## src/mcstg_pkg.sv

```systemverilog
package mcstg_pkg;

	// Fixed field widths of the ports
	localparam int TIME_W = 32;
	localparam int MASK_W = 4;
	localparam int CNT_W  = 3;
	localparam int IDX_W  = 3;

	// Defaults for the top-level parameters
	localparam int NUM_CH_DEF    = 4;
	localparam int TIME_BITS_DEF = 32;

	// Number of channels that own a duration register
	localparam int DUR_CFG = 4;

	// Register reset values
	localparam logic [TIME_W-1:0] DUR_RESET    = 32'd1000;
	localparam logic [MASK_W-1:0] REPEAT_RESET = 4'hF;
	localparam logic [MASK_W-1:0] TASKS_RESET  = 4'hF;

	// Configuration register indexes
	typedef enum logic [IDX_W-1:0] {
		REG_COUNT  = 3'd0,
		REG_DUR0   = 3'd1,
		REG_DUR1   = 3'd2,
		REG_DUR2   = 3'd3,
		REG_DUR3   = 3'd4,
		REG_REPEAT = 3'd5,
		REG_TASKS  = 3'd6
	} reg_idx_t;

	// Channel phase, one-hot
	typedef enum logic [2:0] {
		PH_IDLE    = 3'b001,
		PH_RUNNING = 3'b010,
		PH_EXPIRED = 3'b100
	} phase_t;

	// Mode and count registers seen by the channels
	typedef struct packed {
		logic [CNT_W-1:0]  count;
		logic [MASK_W-1:0] repeating;
		logic [MASK_W-1:0] tasks;
	} cfg_flags_t;

	// Per-channel outcome of one tick
	typedef struct packed {
		logic fired;
		logic late;
		logic missing;
		logic slow;
	} chan_res_t;

endpackage

```

## src/mcstg_cfg.sv

```systemverilog
module mcstg_cfg #(
	parameter int NUM_CHANNELS = mcstg_pkg::NUM_CH_DEF,
	parameter int TIME_BITS    = mcstg_pkg::TIME_BITS_DEF
) (
	input  logic                                         clk,
	input  logic                                         arst_n,
	input  logic                                         cfg_we,
	input  logic [mcstg_pkg::IDX_W-1:0]                  cfg_index,
	input  logic [mcstg_pkg::TIME_W-1:0]                 cfg_data,
	output mcstg_pkg::cfg_flags_t                        flags,
	output logic [NUM_CHANNELS-1:0][TIME_BITS-1:0]       dur
);
	import mcstg_pkg::*;

	localparam logic [TIME_BITS-1:0] DUR_RST_T = TIME_BITS'(DUR_RESET);

	logic [TIME_BITS-1:0] wval;
	logic [CNT_W-1:0]     count_q;
	logic [MASK_W-1:0]    repeat_q;
	logic [MASK_W-1:0]    tasks_q;

	// Fit write data to the time width
	if (TIME_BITS <= TIME_W) begin : g_trunc
		assign wval = cfg_data[TIME_BITS-1:0];
	end else begin : g_ext
		assign wval = {{(TIME_BITS-TIME_W){1'b0}}, cfg_data};
	end

	// Count and mode registers
	always_ff @(posedge clk or negedge arst_n) begin
		if (!arst_n) begin
			count_q  <= '0;
			repeat_q <= REPEAT_RESET;
			tasks_q  <= TASKS_RESET;
		end else if (cfg_we) begin
			case (cfg_index)
				REG_COUNT:  count_q  <= cfg_data[CNT_W-1:0];
				REG_REPEAT: repeat_q <= cfg_data[MASK_W-1:0];
				REG_TASKS:  tasks_q  <= cfg_data[MASK_W-1:0];
				default:    ;
			endcase
		end
	end

	// Duration registers; channels past the register list keep the reset period
	for (genvar i = 0; i < NUM_CHANNELS; i++) begin : g_dur
		if (i < DUR_CFG) begin : g_reg
			logic [TIME_BITS-1:0] dur_q;
			always_ff @(posedge clk or negedge arst_n) begin
				if (!arst_n) begin
					dur_q <= DUR_RST_T;
				end else if (cfg_we && cfg_index == IDX_W'(int'(REG_DUR0) + i)) begin
					dur_q <= wval;
				end
			end
			assign dur[i] = dur_q;
		end else begin : g_fix
			assign dur[i] = DUR_RST_T;
		end
	end

	assign flags.count     = count_q;
	assign flags.repeating = repeat_q;
	assign flags.tasks     = tasks_q;

endmodule

```

## src/mcstg_chan.sv

```systemverilog
module mcstg_chan #(
	parameter int TIME_BITS = mcstg_pkg::TIME_BITS_DEF
) (
	input  logic                  clk,
	input  logic                  arst_n,
	input  logic                  upd,
	input  logic                  en,
	input  logic                  repeating,
	input  logic                  task_ok,
	input  logic [TIME_BITS-1:0]  t,
	input  logic [TIME_BITS-1:0]  delta,
	input  logic [TIME_BITS-1:0]  dur,
	output mcstg_pkg::chan_res_t  res
);
	import mcstg_pkg::*;

	logic [TIME_BITS-1:0] start_q;
	phase_t               phase_q;

	logic [TIME_BITS-1:0] start_eff;
	logic [TIME_BITS-1:0] due;
	logic [TIME_BITS-1:0] limit;
	logic                 fire;
	logic [TIME_BITS-1:0] start_nx;
	phase_t               phase_nx;

	// A channel that is not running starts at this tick
	assign start_eff = (phase_q == PH_RUNNING) ? start_q : t;
	assign due       = start_eff + dur;
	assign limit     = start_eff + {dur[TIME_BITS-2:0], 1'b0};
	assign fire      = en && (t >= due);

	assign res.fired   = fire;
	assign res.late    = fire && repeating && (t > limit);
	assign res.missing = fire && !task_ok;
	assign res.slow    = en && (delta > dur);

	// Restart a repeating channel, expire a one-shot one
	always_comb begin
		start_nx = start_eff;
		phase_nx = PH_RUNNING;
		if (fire) begin
			if (repeating) begin
				start_nx = t;
			end else begin
				phase_nx = PH_EXPIRED;
			end
		end
	end

	// Hold state for channels not in use
	always_ff @(posedge clk or negedge arst_n) begin
		if (!arst_n) begin
			start_q <= '0;
			phase_q <= PH_IDLE;
		end else if (upd && en) begin
			start_q <= start_nx;
			phase_q <= phase_nx;
		end
	end

endmodule

```

## src/multi_channel_soft_timer_group.sv

```systemverilog
// Group of periodic timer channels driven by millisecond ticks. Each accepted
// beat carries the current time; every channel in use compares it against its
// start plus duration in parallel, and one result beat (fired, late, overrun,
// all_ok) comes out per tick. Each tick is registered at the input, evaluated by
// the per-channel adders and comparators, and lands in the output register,
// where its result is offered; a new tick can be taken every cycle while the
// output is not stalled. Channel state is updated as a tick moves into the
// output register, so the next tick sees it. The output register and input
// register together let a tick be taken while a result waits.
module multi_channel_soft_timer_group #(
	parameter int NUM_CHANNELS = mcstg_pkg::NUM_CH_DEF,
	parameter int TIME_BITS    = mcstg_pkg::TIME_BITS_DEF
) (
	input  logic                          clk,
	input  logic                          arst_n,
	input  logic                          cfg_we,
	input  logic [mcstg_pkg::IDX_W-1:0]   cfg_index,
	input  logic [mcstg_pkg::TIME_W-1:0]  cfg_data,
	input  logic                          in_valid,
	output logic                          in_stall,
	input  logic [mcstg_pkg::TIME_W-1:0]  tick_ms,
	output logic                          out_valid,
	input  logic                          out_stall,
	output logic [mcstg_pkg::MASK_W-1:0]  fired_mask,
	output logic [mcstg_pkg::MASK_W-1:0]  late_mask,
	output logic                          overrun,
	output logic                          all_ok
);
	import mcstg_pkg::*;

	cfg_flags_t                            flags;
	logic [NUM_CHANNELS-1:0][TIME_BITS-1:0] dur;

	logic [TIME_BITS-1:0] t_in;
	logic                 valid_s1;
	logic [TIME_BITS-1:0] time_s1;
	logic [TIME_BITS-1:0] prev_q;
	logic [TIME_BITS-1:0] delta;
	logic                 adv;
	logic                 go;

	logic [NUM_CHANNELS+MASK_W-1:0] rep_ext;
	logic [NUM_CHANNELS+MASK_W-1:0] tasks_ext;
	chan_res_t [NUM_CHANNELS-1:0]   res;
	logic [NUM_CHANNELS-1:0]        fired;
	logic [NUM_CHANNELS-1:0]        late;
	logic [NUM_CHANNELS-1:0]        missing;
	logic [NUM_CHANNELS-1:0]        slow;
	logic [NUM_CHANNELS+MASK_W-1:0] fired_ext;
	logic [NUM_CHANNELS+MASK_W-1:0] late_ext;
	logic                           ovr;

	logic                 valid_s2;
	logic [MASK_W-1:0]    fired_s2;
	logic [MASK_W-1:0]    late_s2;
	logic                 ovr_s2;
	logic                 ok_s2;

	mcstg_cfg #(
		.NUM_CHANNELS (NUM_CHANNELS),
		.TIME_BITS    (TIME_BITS)
	) u_cfg (
		.clk       (clk),
		.arst_n    (arst_n),
		.cfg_we    (cfg_we),
		.cfg_index (cfg_index),
		.cfg_data  (cfg_data),
		.flags     (flags),
		.dur       (dur)
	);

	// Fit the incoming time to the time width
	if (TIME_BITS <= TIME_W) begin : g_trunc
		assign t_in = tick_ms[TIME_BITS-1:0];
	end else begin : g_ext
		assign t_in = {{(TIME_BITS-TIME_W){1'b0}}, tick_ms};
	end

	// Handshake: input stage advances when the output register frees up
	assign adv      = !valid_s2 || !out_stall;
	assign go       = valid_s1 && adv;
	assign in_stall = valid_s1 && !adv;

	// Input register
	always_ff @(posedge clk or negedge arst_n) begin
		if (!arst_n) begin
			valid_s1 <= 1'b0;
		end else if (!in_stall) begin
			valid_s1 <= in_valid;
		end
	end

	always_ff @(posedge clk) begin
		if (!in_stall && in_valid) begin
			time_s1 <= t_in;
		end
	end

	// Previous tick time, updated on every evaluated tick
	always_ff @(posedge clk or negedge arst_n) begin
		if (!arst_n) begin
			prev_q <= '0;
		end else if (go) begin
			prev_q <= time_s1;
		end
	end

	assign delta     = time_s1 - prev_q;
	assign rep_ext   = {{NUM_CHANNELS{1'b0}}, flags.repeating};
	assign tasks_ext = {{NUM_CHANNELS{1'b0}}, flags.tasks};

	// One cell per channel
	for (genvar i = 0; i < NUM_CHANNELS; i++) begin : g_ch
		logic en;
		assign en = (32'(flags.count) > i);

		mcstg_chan #(
			.TIME_BITS (TIME_BITS)
		) u_chan (
			.clk       (clk),
			.arst_n    (arst_n),
			.upd       (go),
			.en        (en),
			.repeating (rep_ext[i]),
			.task_ok   (tasks_ext[i]),
			.t         (time_s1),
			.delta     (delta),
			.dur       (dur[i]),
			.res       (res[i])
		);

		assign fired[i]   = res[i].fired;
		assign late[i]    = res[i].late;
		assign missing[i] = res[i].missing;
		assign slow[i]    = res[i].slow;
	end

	// Overrun: the gap exceeds the smallest duration iff it exceeds any one of them
	assign ovr       = |slow;
	assign fired_ext = {{MASK_W{1'b0}}, fired};
	assign late_ext  = {{MASK_W{1'b0}}, late};

	// Output register
	always_ff @(posedge clk or negedge arst_n) begin
		if (!arst_n) begin
			valid_s2 <= 1'b0;
		end else if (adv) begin
			valid_s2 <= valid_s1;
		end
	end

	always_ff @(posedge clk) begin
		if (go) begin
			fired_s2 <= fired_ext[MASK_W-1:0];
			late_s2  <= late_ext[MASK_W-1:0];
			ovr_s2   <= ovr;
			ok_s2    <= !ovr && !(|late) && !(|missing);
		end
	end

	assign out_valid  = valid_s2;
	assign fired_mask = fired_s2;
	assign late_mask  = late_s2;
	assign overrun    = ovr_s2;
	assign all_ok     = ok_s2;

`ifndef ASSERT_OFF
	a_late_fired: assert property (@(posedge clk) disable iff (!arst_n)
		valid_s2 |-> ((late_s2 & ~fired_s2) == '0))
		else $error("late channel that did not fire");

	a_ovr_not_ok: assert property (@(posedge clk) disable iff (!arst_n)
		(valid_s2 && ovr_s2) |-> !ok_s2)
		else $error("all_ok set together with overrun");

	a_prev_follow: assert property (@(posedge clk) disable iff (!arst_n)
		go |=> (prev_q == $past(time_s1)))
		else $error("previous tick time not updated");

	a_stall_full: assert property (@(posedge clk) disable iff (!arst_n)
		in_stall |-> (valid_s2 && out_stall))
		else $error("input stalled while output register free");
`endif

endmodule

```

## config.mk

```make
export PLATFORM = sky130hd
export DESIGN_NAME = multi_channel_soft_timer_group
export DESIGN_NICKNAME = d
export VERILOG_FILES = /design/src/mcstg_pkg.sv /design/src/mcstg_cfg.sv /design/src/mcstg_chan.sv /design/src/multi_channel_soft_timer_group.sv
export SDC_FILE = /design/constraint.sdc
export NUM_CORES = 2
export LEC_CHECK = 0
export ABC_CLOCK_PERIOD_IN_PS = 5900
export BUFFER_PORTS_ARGS = -buffer_cell sky130_fd_sc_hd__clkbuf_2
export CORE_MARGIN = 2
export CORE_UTILIZATION = 57
export CTS_CLUSTER_SIZE = 10
export DETAILED_ROUTE_END_ITERATION = 6
export HOLD_SLACK_MARGIN = 0.03
export PLACE_DENSITY = 0.77
export SLEW_MARGIN = 40
export SYNTH_ARGS = -nofsm -noshare
export SYNTH_HDL_FRONTEND = slang
export SYNTH_SLANG_ARGS = --single-unit
```

## constraint.sdc

```tcl
create_clock -name clk -period 5.9 [get_ports clk]
set_input_delay 1.18 -clock clk [delete_from_list [all_inputs] [get_ports clk]]
set_output_delay 1.18 -clock clk [all_outputs]
set_load 0.02 [all_outputs]
```

**Word level (Yosys, flattened, before mapping)**

Index checks and enable logic that the tools add are counted.

- Output and inout bits: 12
- Bits in latches: 0
- Logic and storage cells: 130
- RAM bits: 0
- Flip-flop bits (word level): 355
- Input port bits: 72
- ROM bits: 0
- Memories: 0

- Mux-type cells: 20
- Reduce and logical (&&, ||, !) cells: 52
- Divide/modulo/power cells: 0
- $add $sub $neg: 9
- Magnitude comparators: 16
- Shift operators: 0
- Equal/unequal tests: 10
- Multipliers: 0
- Bitwise operators: 0

Operators with widths:

| operator | count |
|---|---|
| 32-bit two-way mux | 12 |
| 32-bit adder | 8 |
| 32-bit > comparator | 8 |
| 32-bit greater-or-equal comparator | 4 |
| 1-bit logical AND | 33 |
| 32-bit subtractor | 1 |
| 3-bit two-way mux | 8 |
| 3-bit by 2-bit equality test with 1-bit output, second input constant | 6 |
| 4-bit OR reduction | 3 |
| 1-bit zero test | 11 |
| 3-bit equality test, second input constant | 3 |
| 3-bit by 1-bit > comparator with 1-bit output, second input constant | 2 |
| 3-bit by 2-bit > comparator with 1-bit output, second input constant | 2 |
| 2-bit AND reduction | 3 |
| 3-bit by 1-bit equality test with 1-bit output, second input constant | 1 |
| 3-bit zero test | 1 |
| 1-bit logical OR | 1 |

**Logic depth before layout (Yosys ltp)**

- Word-level depth: 11
- Gate-level depth with buffers: 29
- Gate-level depth less buffers: 27

**By module**

From an unflattened synthesis, not the netlist that was laid out.

- Cell total of the unflattened synthesis: 4,209
- Area, all modules: 38,563.2 sq um

Modules (own cells, without submodules):

| module | area each (sq um) | sequential area each (sq um) | cells an instance | instances |
|---|---|---|---|---|
| mcstg_chan (g_ch[2].u_chan) | 7,485.9 | 877.1 | 990 | 1 |
| mcstg_chan (g_ch[1].u_chan) | 7,241.9 | 877.1 | 830 | 1 |
| mcstg_chan (g_ch[0].u_chan) | 7,003.0 | 877.1 | 818 | 1 |
| mcstg_chan (g_ch[3].u_chan) | 6,802.8 | 877.1 | 776 | 1 |
| mcstg_cfg | 5,321.4 | 3,518.4 | 300 | 1 |
| multi_channel_soft_timer_group | 4,708.3 | 2,112.0 | 495 | 1 |

**Worst setup path before layout**

OpenSTA, ideal clock, no wires.

- Kind: register to register
- Start: reg g_ch[1].u_chan.phase_q[0]
- End: reg g_ch[1].u_chan.start_q[10]
- Stages on the path, launching flop included: 27
- Period minus slack after synthesis: 6.334 ns
- Data required time: 5.775 ns
- Arrival: 6.210 ns
- Path slack: -0.434 ns
- Library setup time: 0.125 ns
- Path buffers: 3
- Path through: dfstp_2 nor3_1 clkbuf_1 mux2_2 ha_1 clkbuf_1 a211o_1 a31o_2 nand4_1 a21oi_1 o211ai_1 a21oi_1 and2_1 o31a_1 o41a_1 xnor2_1 ha_1 nand4_1 or4_1 o21ai_0 a211oi_1 o31a_1 nor2_1 nand2_1 a21oi_1 buf_2 mux2_2

- Cells in the longest elaborated chain, start to end: 6
- Elaborated cells between the ends (all ways): 7
- Those cells by class: 1 x add/sub; 1 x order compare; 1 x eq/ne; 3 x mux; 1 x reduce/logical

RTL lines:

| element | line | RTL |
|---|---|---|
| from (decl) | mcstg_chan.sv:18 | `phase_t phase_q;` |
| from (signal assigned) | mcstg_chan.sv:58 | `phase_q <= phase_nx;` |
| 3-bit by 2-bit equality test with 1-bit output | mcstg_chan.sv:28 | `assign start_eff = (phase_q == PH_RUNNING) ? start_q : t;` |
| 32-bit two-way mux | mcstg_chan.sv:28 |  |
| 32-bit adder | mcstg_chan.sv:29 | `assign due = start_eff + dur;` |
| 32-bit greater-or-equal comparator | mcstg_chan.sv:31 | `assign fire = en && (t >= due);` |
| 1-bit logical AND | mcstg_chan.sv:31 |  |
| named net g_ch[1].u_chan.fire | mcstg_chan.sv:23 | `logic fire;` |
| 32-bit two-way mux | mcstg_chan.sv:42 | `if (fire) begin` |
| to (signal assigned) | mcstg_chan.sv:57 | `start_q <= start_nx;` |
| to (decl) | mcstg_chan.sv:17 | `logic [TIME_BITS-1:0] start_q;` |

The timed path passes the listed nets, and every way through them passes these cells.
A chain may end at the register's enable or synchronous reset.

**Final worst setup path**

- Start: reg g_ch[3].u_chan.phase_q[2]
- End: reg ok_s2 (netlist: all_ok) (data pin)

- Cells in the longest elaborated chain, start to end: 11
- Elaborated cells between the ends (all ways): 16
- Those cells by class: 2 x add/sub; 2 x order compare; 1 x eq/ne; 1 x mux; 10 x reduce/logical

RTL lines:

| element | line | RTL |
|---|---|---|
| from (decl) | mcstg_chan.sv:18 |  |
| from (signal assigned) | mcstg_chan.sv:58 |  |
| 3-bit by 2-bit equality test with 1-bit output (*) | mcstg_chan.sv:28 |  |
| 32-bit two-way mux (*) | mcstg_chan.sv:28 |  |
| 32-bit adder | mcstg_chan.sv:29 |  |
| 32-bit greater-or-equal comparator | mcstg_chan.sv:31 |  |
| 1-bit logical AND | mcstg_chan.sv:31 |  |
| 1-bit logical AND (2 in series) | mcstg_chan.sv:34 | `assign res.late = fire && repeating && (t > limit);` |
| 4-bit OR reduction | multi_channel_soft_timer_group.sv:157 | `ok_s2 <= !ovr && !(\|late) && !(\|missing);` |
| 1-bit zero test | multi_channel_soft_timer_group.sv:157 |  |
| 1-bit logical AND | multi_channel_soft_timer_group.sv:157 |  |
| 1-bit logical AND (*) | multi_channel_soft_timer_group.sv:157 |  |
| to (signal assigned) | multi_channel_soft_timer_group.sv:157 |  |
| to (decl) | multi_channel_soft_timer_group.sv:57 | `logic ok_s2;` |

Every way passes the cells marked *; elsewhere a longest branch is shown, timed or not.

==> results.md <==
* Slew Limit Fails at 0
* Final setup margin at -0.161 ns
* Seq/Total Area, Yosys at 25.5%
* Max frequency at 165 MHz
* CP max-delay cell: a2111oi_4
* # DRC at 0
* Post-synthesis cell type count at 83
* Area delta synth->final at 23.8%
* Hold Slack at 0.494 ns
* FILL cells at 4526
* H-tree levels at 2
* CP max FO at 4
* CP required at 6.25 ns
* Crit start category: register
* Die area at 65000 um^2
* Endpoints failing hold at 0
* Die Width at 255 um
* CP Depth at 28
* Slowest stage delay, CP at 0.45 ns
* First-pass GRT wire length at 170000 um
* Rows at 91
* Post-Syn Area per Cell at 9.25 um^2
* Crit path max-delay family: compound AO/OA/AOI/OAI gates
* Post-Syn Area at 35900 um^2
* GR Util All Layers at 33.4%
* Clock period minus final worst setup slack at 6.06 ns
* CTS tree: built
* Vias per cell at 6.25
* Reg-to-Reg Start: g_ch[3].u_chan.phase_q[2]
* Vias in the first global route at 32700
* Most frequent cells in the layout: 618 x ha_1, 465 x buf_4, 277 x dfrtp_1
* Yosys reg bits at 355
* Syn Nets at 4617
* R2R setup slack at -0.16 ns
* RSZ-0062 raised after global routing: yes
* Worst Setup SP: g_ch[3].u_chan.phase_q[2]
* Root Buffer Master: clkbuf_16
* Slew HR at 49.6%
* Worst Reg-to-Reg Cells at 28
* Ports at 84
* Die Ht at 255 um
* Worst setup EP type: register
* Synth warnings at 0
* Starting Density at 57.9%
* Antenna diodes at 0
* Sink Count at 355
* Clock Path Buffers at 3
* Crit path kind: reg -> reg
* Port buffer count at 83
* Initial antenna violation count at 0
* Post-DRT Antenna Nets at 0
* Initial drt markers at 2559
* Final GP Congestion at 0.954
* Critical path buffers and inverters at 5
* Drt first pass iters at 6
* Failing checks: setup timing
* Place WS at -0.617 ns
* CTS Buf Count at 45
* WL final at 113000 um
* Worst path arrival time at 6.41 ns
* Overflow after GRT at 0
* R2r endpoint: all_ok
* Outcome: complete, but fails checks
* Worst skew pair latency at 0.61 ns
* Fin crit share at 103%
* Worst clock skew at 0.0313 ns
* Post-DP HPWL at 84500 um
* Clock transition at path regs at 0.06 ns
* Post-synth EDFFs at 42
* Nets at 5182
* Core box area at 61900 um^2
* Synth async-reset ratio at 88.2%
* Primary FF master, synth: dfrtp_1
* Min-delay worst type: reg -> reg
* Setup violations, final at 52
* Syn Inst Count at 3877
* Worst Setup EP: all_ok
* Avg WL per Cell at 21.3 um
* Cts hold-fix bufs at 0
* Largest net degree at the start of global routing at 126
* Slew @ Worst Pin at 0.757 ns
* Commonest non-fill, non-tap cell in the layout: ha_1
* Layout cell share with drive strength beyond 1 at 28.1%
* Max-cap viol count at 0
* Via count at 33200
cell families (layout without fill, tap and decap cells):
group                    count (synthesis)  count (layout)  share of synthesized area (%)
XOR/XNOR                               254             254                           6.20
flip-flops                             355             355                           25.5
AO/OA/AOI/OAI                         1173            1173                           21.0
AND/OR/NAND/NOR                        821             821                           11.2
adder cells (fa/ha/maj)                668             668                           23.5
multiplexers                           299             299                           9.37
buffers and inverters                  307             903                           3.22
timing repair:
action,in CTS,in global routing
endpoints found under the setup margin,133,140
setup buffers,34,49
pin swaps,69,143
gates cloned,4,6
gates resized for setup,146,209
metrics by stage:
step,util [%],cells,area (um^2),TNS [ns]
final,71.7,5310,44400,-4.01
after global routing,71.7,5310,44400,-21.92
after CTS,69.3,5258,42900,-0.602
after detailed placement,65.4,5143,40500,-18.32
after global placement,65.4,5142,40500,-4.70
after floorplan,-,3877,35900,0
worst min path at each step:
stage                                         start                         to  slack, ns  depth (start not counted)
after CTS                                  valid_s1                  out_valid       0.50                          1
final                                      valid_s1                  out_valid       0.49                          1
after detailed placement                   valid_s1                  out_valid       0.48                          1
after floorplan           g_ch[3].u_chan.phase_q[1]  g_ch[3].u_chan.phase_q[1]       0.45                          2
after global routing      g_ch[2].u_chan.phase_q[0]  g_ch[2].u_chan.phase_q[0]       0.52                          1
after global placement                     valid_s1                  out_valid       0.47                          1
layout make-up:
class | instances | area [um^2] | share of cell area [%]
Tap cell | 837 | 1050 | 2.36
Inverter | 233 | 875 | 1.97
Timing Repair Buffer | 592 | 4660 | 10.5
Clock inverter | 7 | 88.8 | 0.200
Clock buffer | 71 | 1360 | 3.06
Multi-Input combinational cell | 3215 | 27200 | 61.3
Sequential cell | 355 | 9140 | 20.6
registers in the layout, summed over array words and instances, names as in the netlist, 3 cells and up:
name,count
prev_q,32
u_cfg.g_dur.g_reg.dur_q,128
late_mask,4
time_s1,32
u_cfg.count_q,3
g_ch.u_chan.phase_q,12
u_cfg.tasks_q,4
fired_mask,4
g_ch.u_chan.start_q,128
u_cfg.repeat_q,4
synth_stat cells, types with 8 or more instances:
| master | count | share of area, % |
|---|---|---|
| ha_1 | 659 | 23 |
| a21oi_1 | 323 | 4.5 |
| mux2_2 | 294 | 9.2 |
| dfrtp_1 | 277 | 19 |
| a21o_1 | 275 | 5.8 |
| nand2_1 | 272 | 2.8 |
| o21ai_0 | 270 | 3.8 |
| inv_1 | 233 | 2.4 |
| nor2_1 | 143 | 1.5 |
| xnor2_1 | 133 | 3.2 |
| xor2_1 | 121 | 3.0 |
| nand4_1 | 100 | 1.7 |
| clkbuf_1 | 69 | 0.72 |
| nand3_1 | 57 | 0.80 |
| o21a_1 | 51 | 1.1 |
| nand2b_1 | 50 | 0.87 |
| nor3_1 | 45 | 0.63 |
| edfxtp_1 | 42 | 3.5 |
| o21bai_1 | 38 | 0.80 |
| nor2b_1 | 37 | 0.65 |
| dfstp_2 | 36 | 2.6 |
| and3_1 | 30 | 0.52 |
| o211ai_1 | 25 | 0.52 |
| and2_1 | 22 | 0.38 |
| a211oi_1 | 20 | 0.42 |
| o21ai_1 | 19 | 0.27 |
| or3_1 | 17 | 0.30 |
| o31ai_1 | 13 | 0.27 |
| a2111oi_0 | 12 | 0.29 |
| a31oi_1 | 12 | 0.21 |
| or2_2 | 11 | 0.19 |
| a211o_1 | 10 | 0.24 |
| fa_1 | 9 | 0.50 |
| a221oi_1 | 8 | 0.20 |
| nor4_1 | 8 | 0.14 |
per-layer routing:
| metal | GRT usage (%) | share of wire [%] | wire, um | up-vias |
|---|---|---|---|---|
| li1 | - | - | - | 15500 |
| met1 | 44.8 | 42 | 47600 | 16100 |
| met2 | 54.2 | 46 | 51600 | 1264 |
| met3 | 3.63 | 7.0 | 7930 | 323 |
| met4 | 15.5 | 5.3 | 6000 | 0 |
| met5 | 0 | 0 | 0 | - |
worst register-to-register path, delay by kind of cell, from the launching register on:
family / cells / cell delay (ns)
flip-flops: 1 / 0.41
multiplexers: 1 / 0.32
AO/OA/AOI/OAI: 12 / 2.42
AND/OR/NAND/NOR: 7 / 1.26
adder cells (fa/ha/maj): 2 / 0.52
XOR/XNOR: 1 / 0.13
buffers and inverters: 5 / 0.75
Power is not shown: default switching activity piles up to over one toggle a cycle in this logic, so the estimate is an artifact.
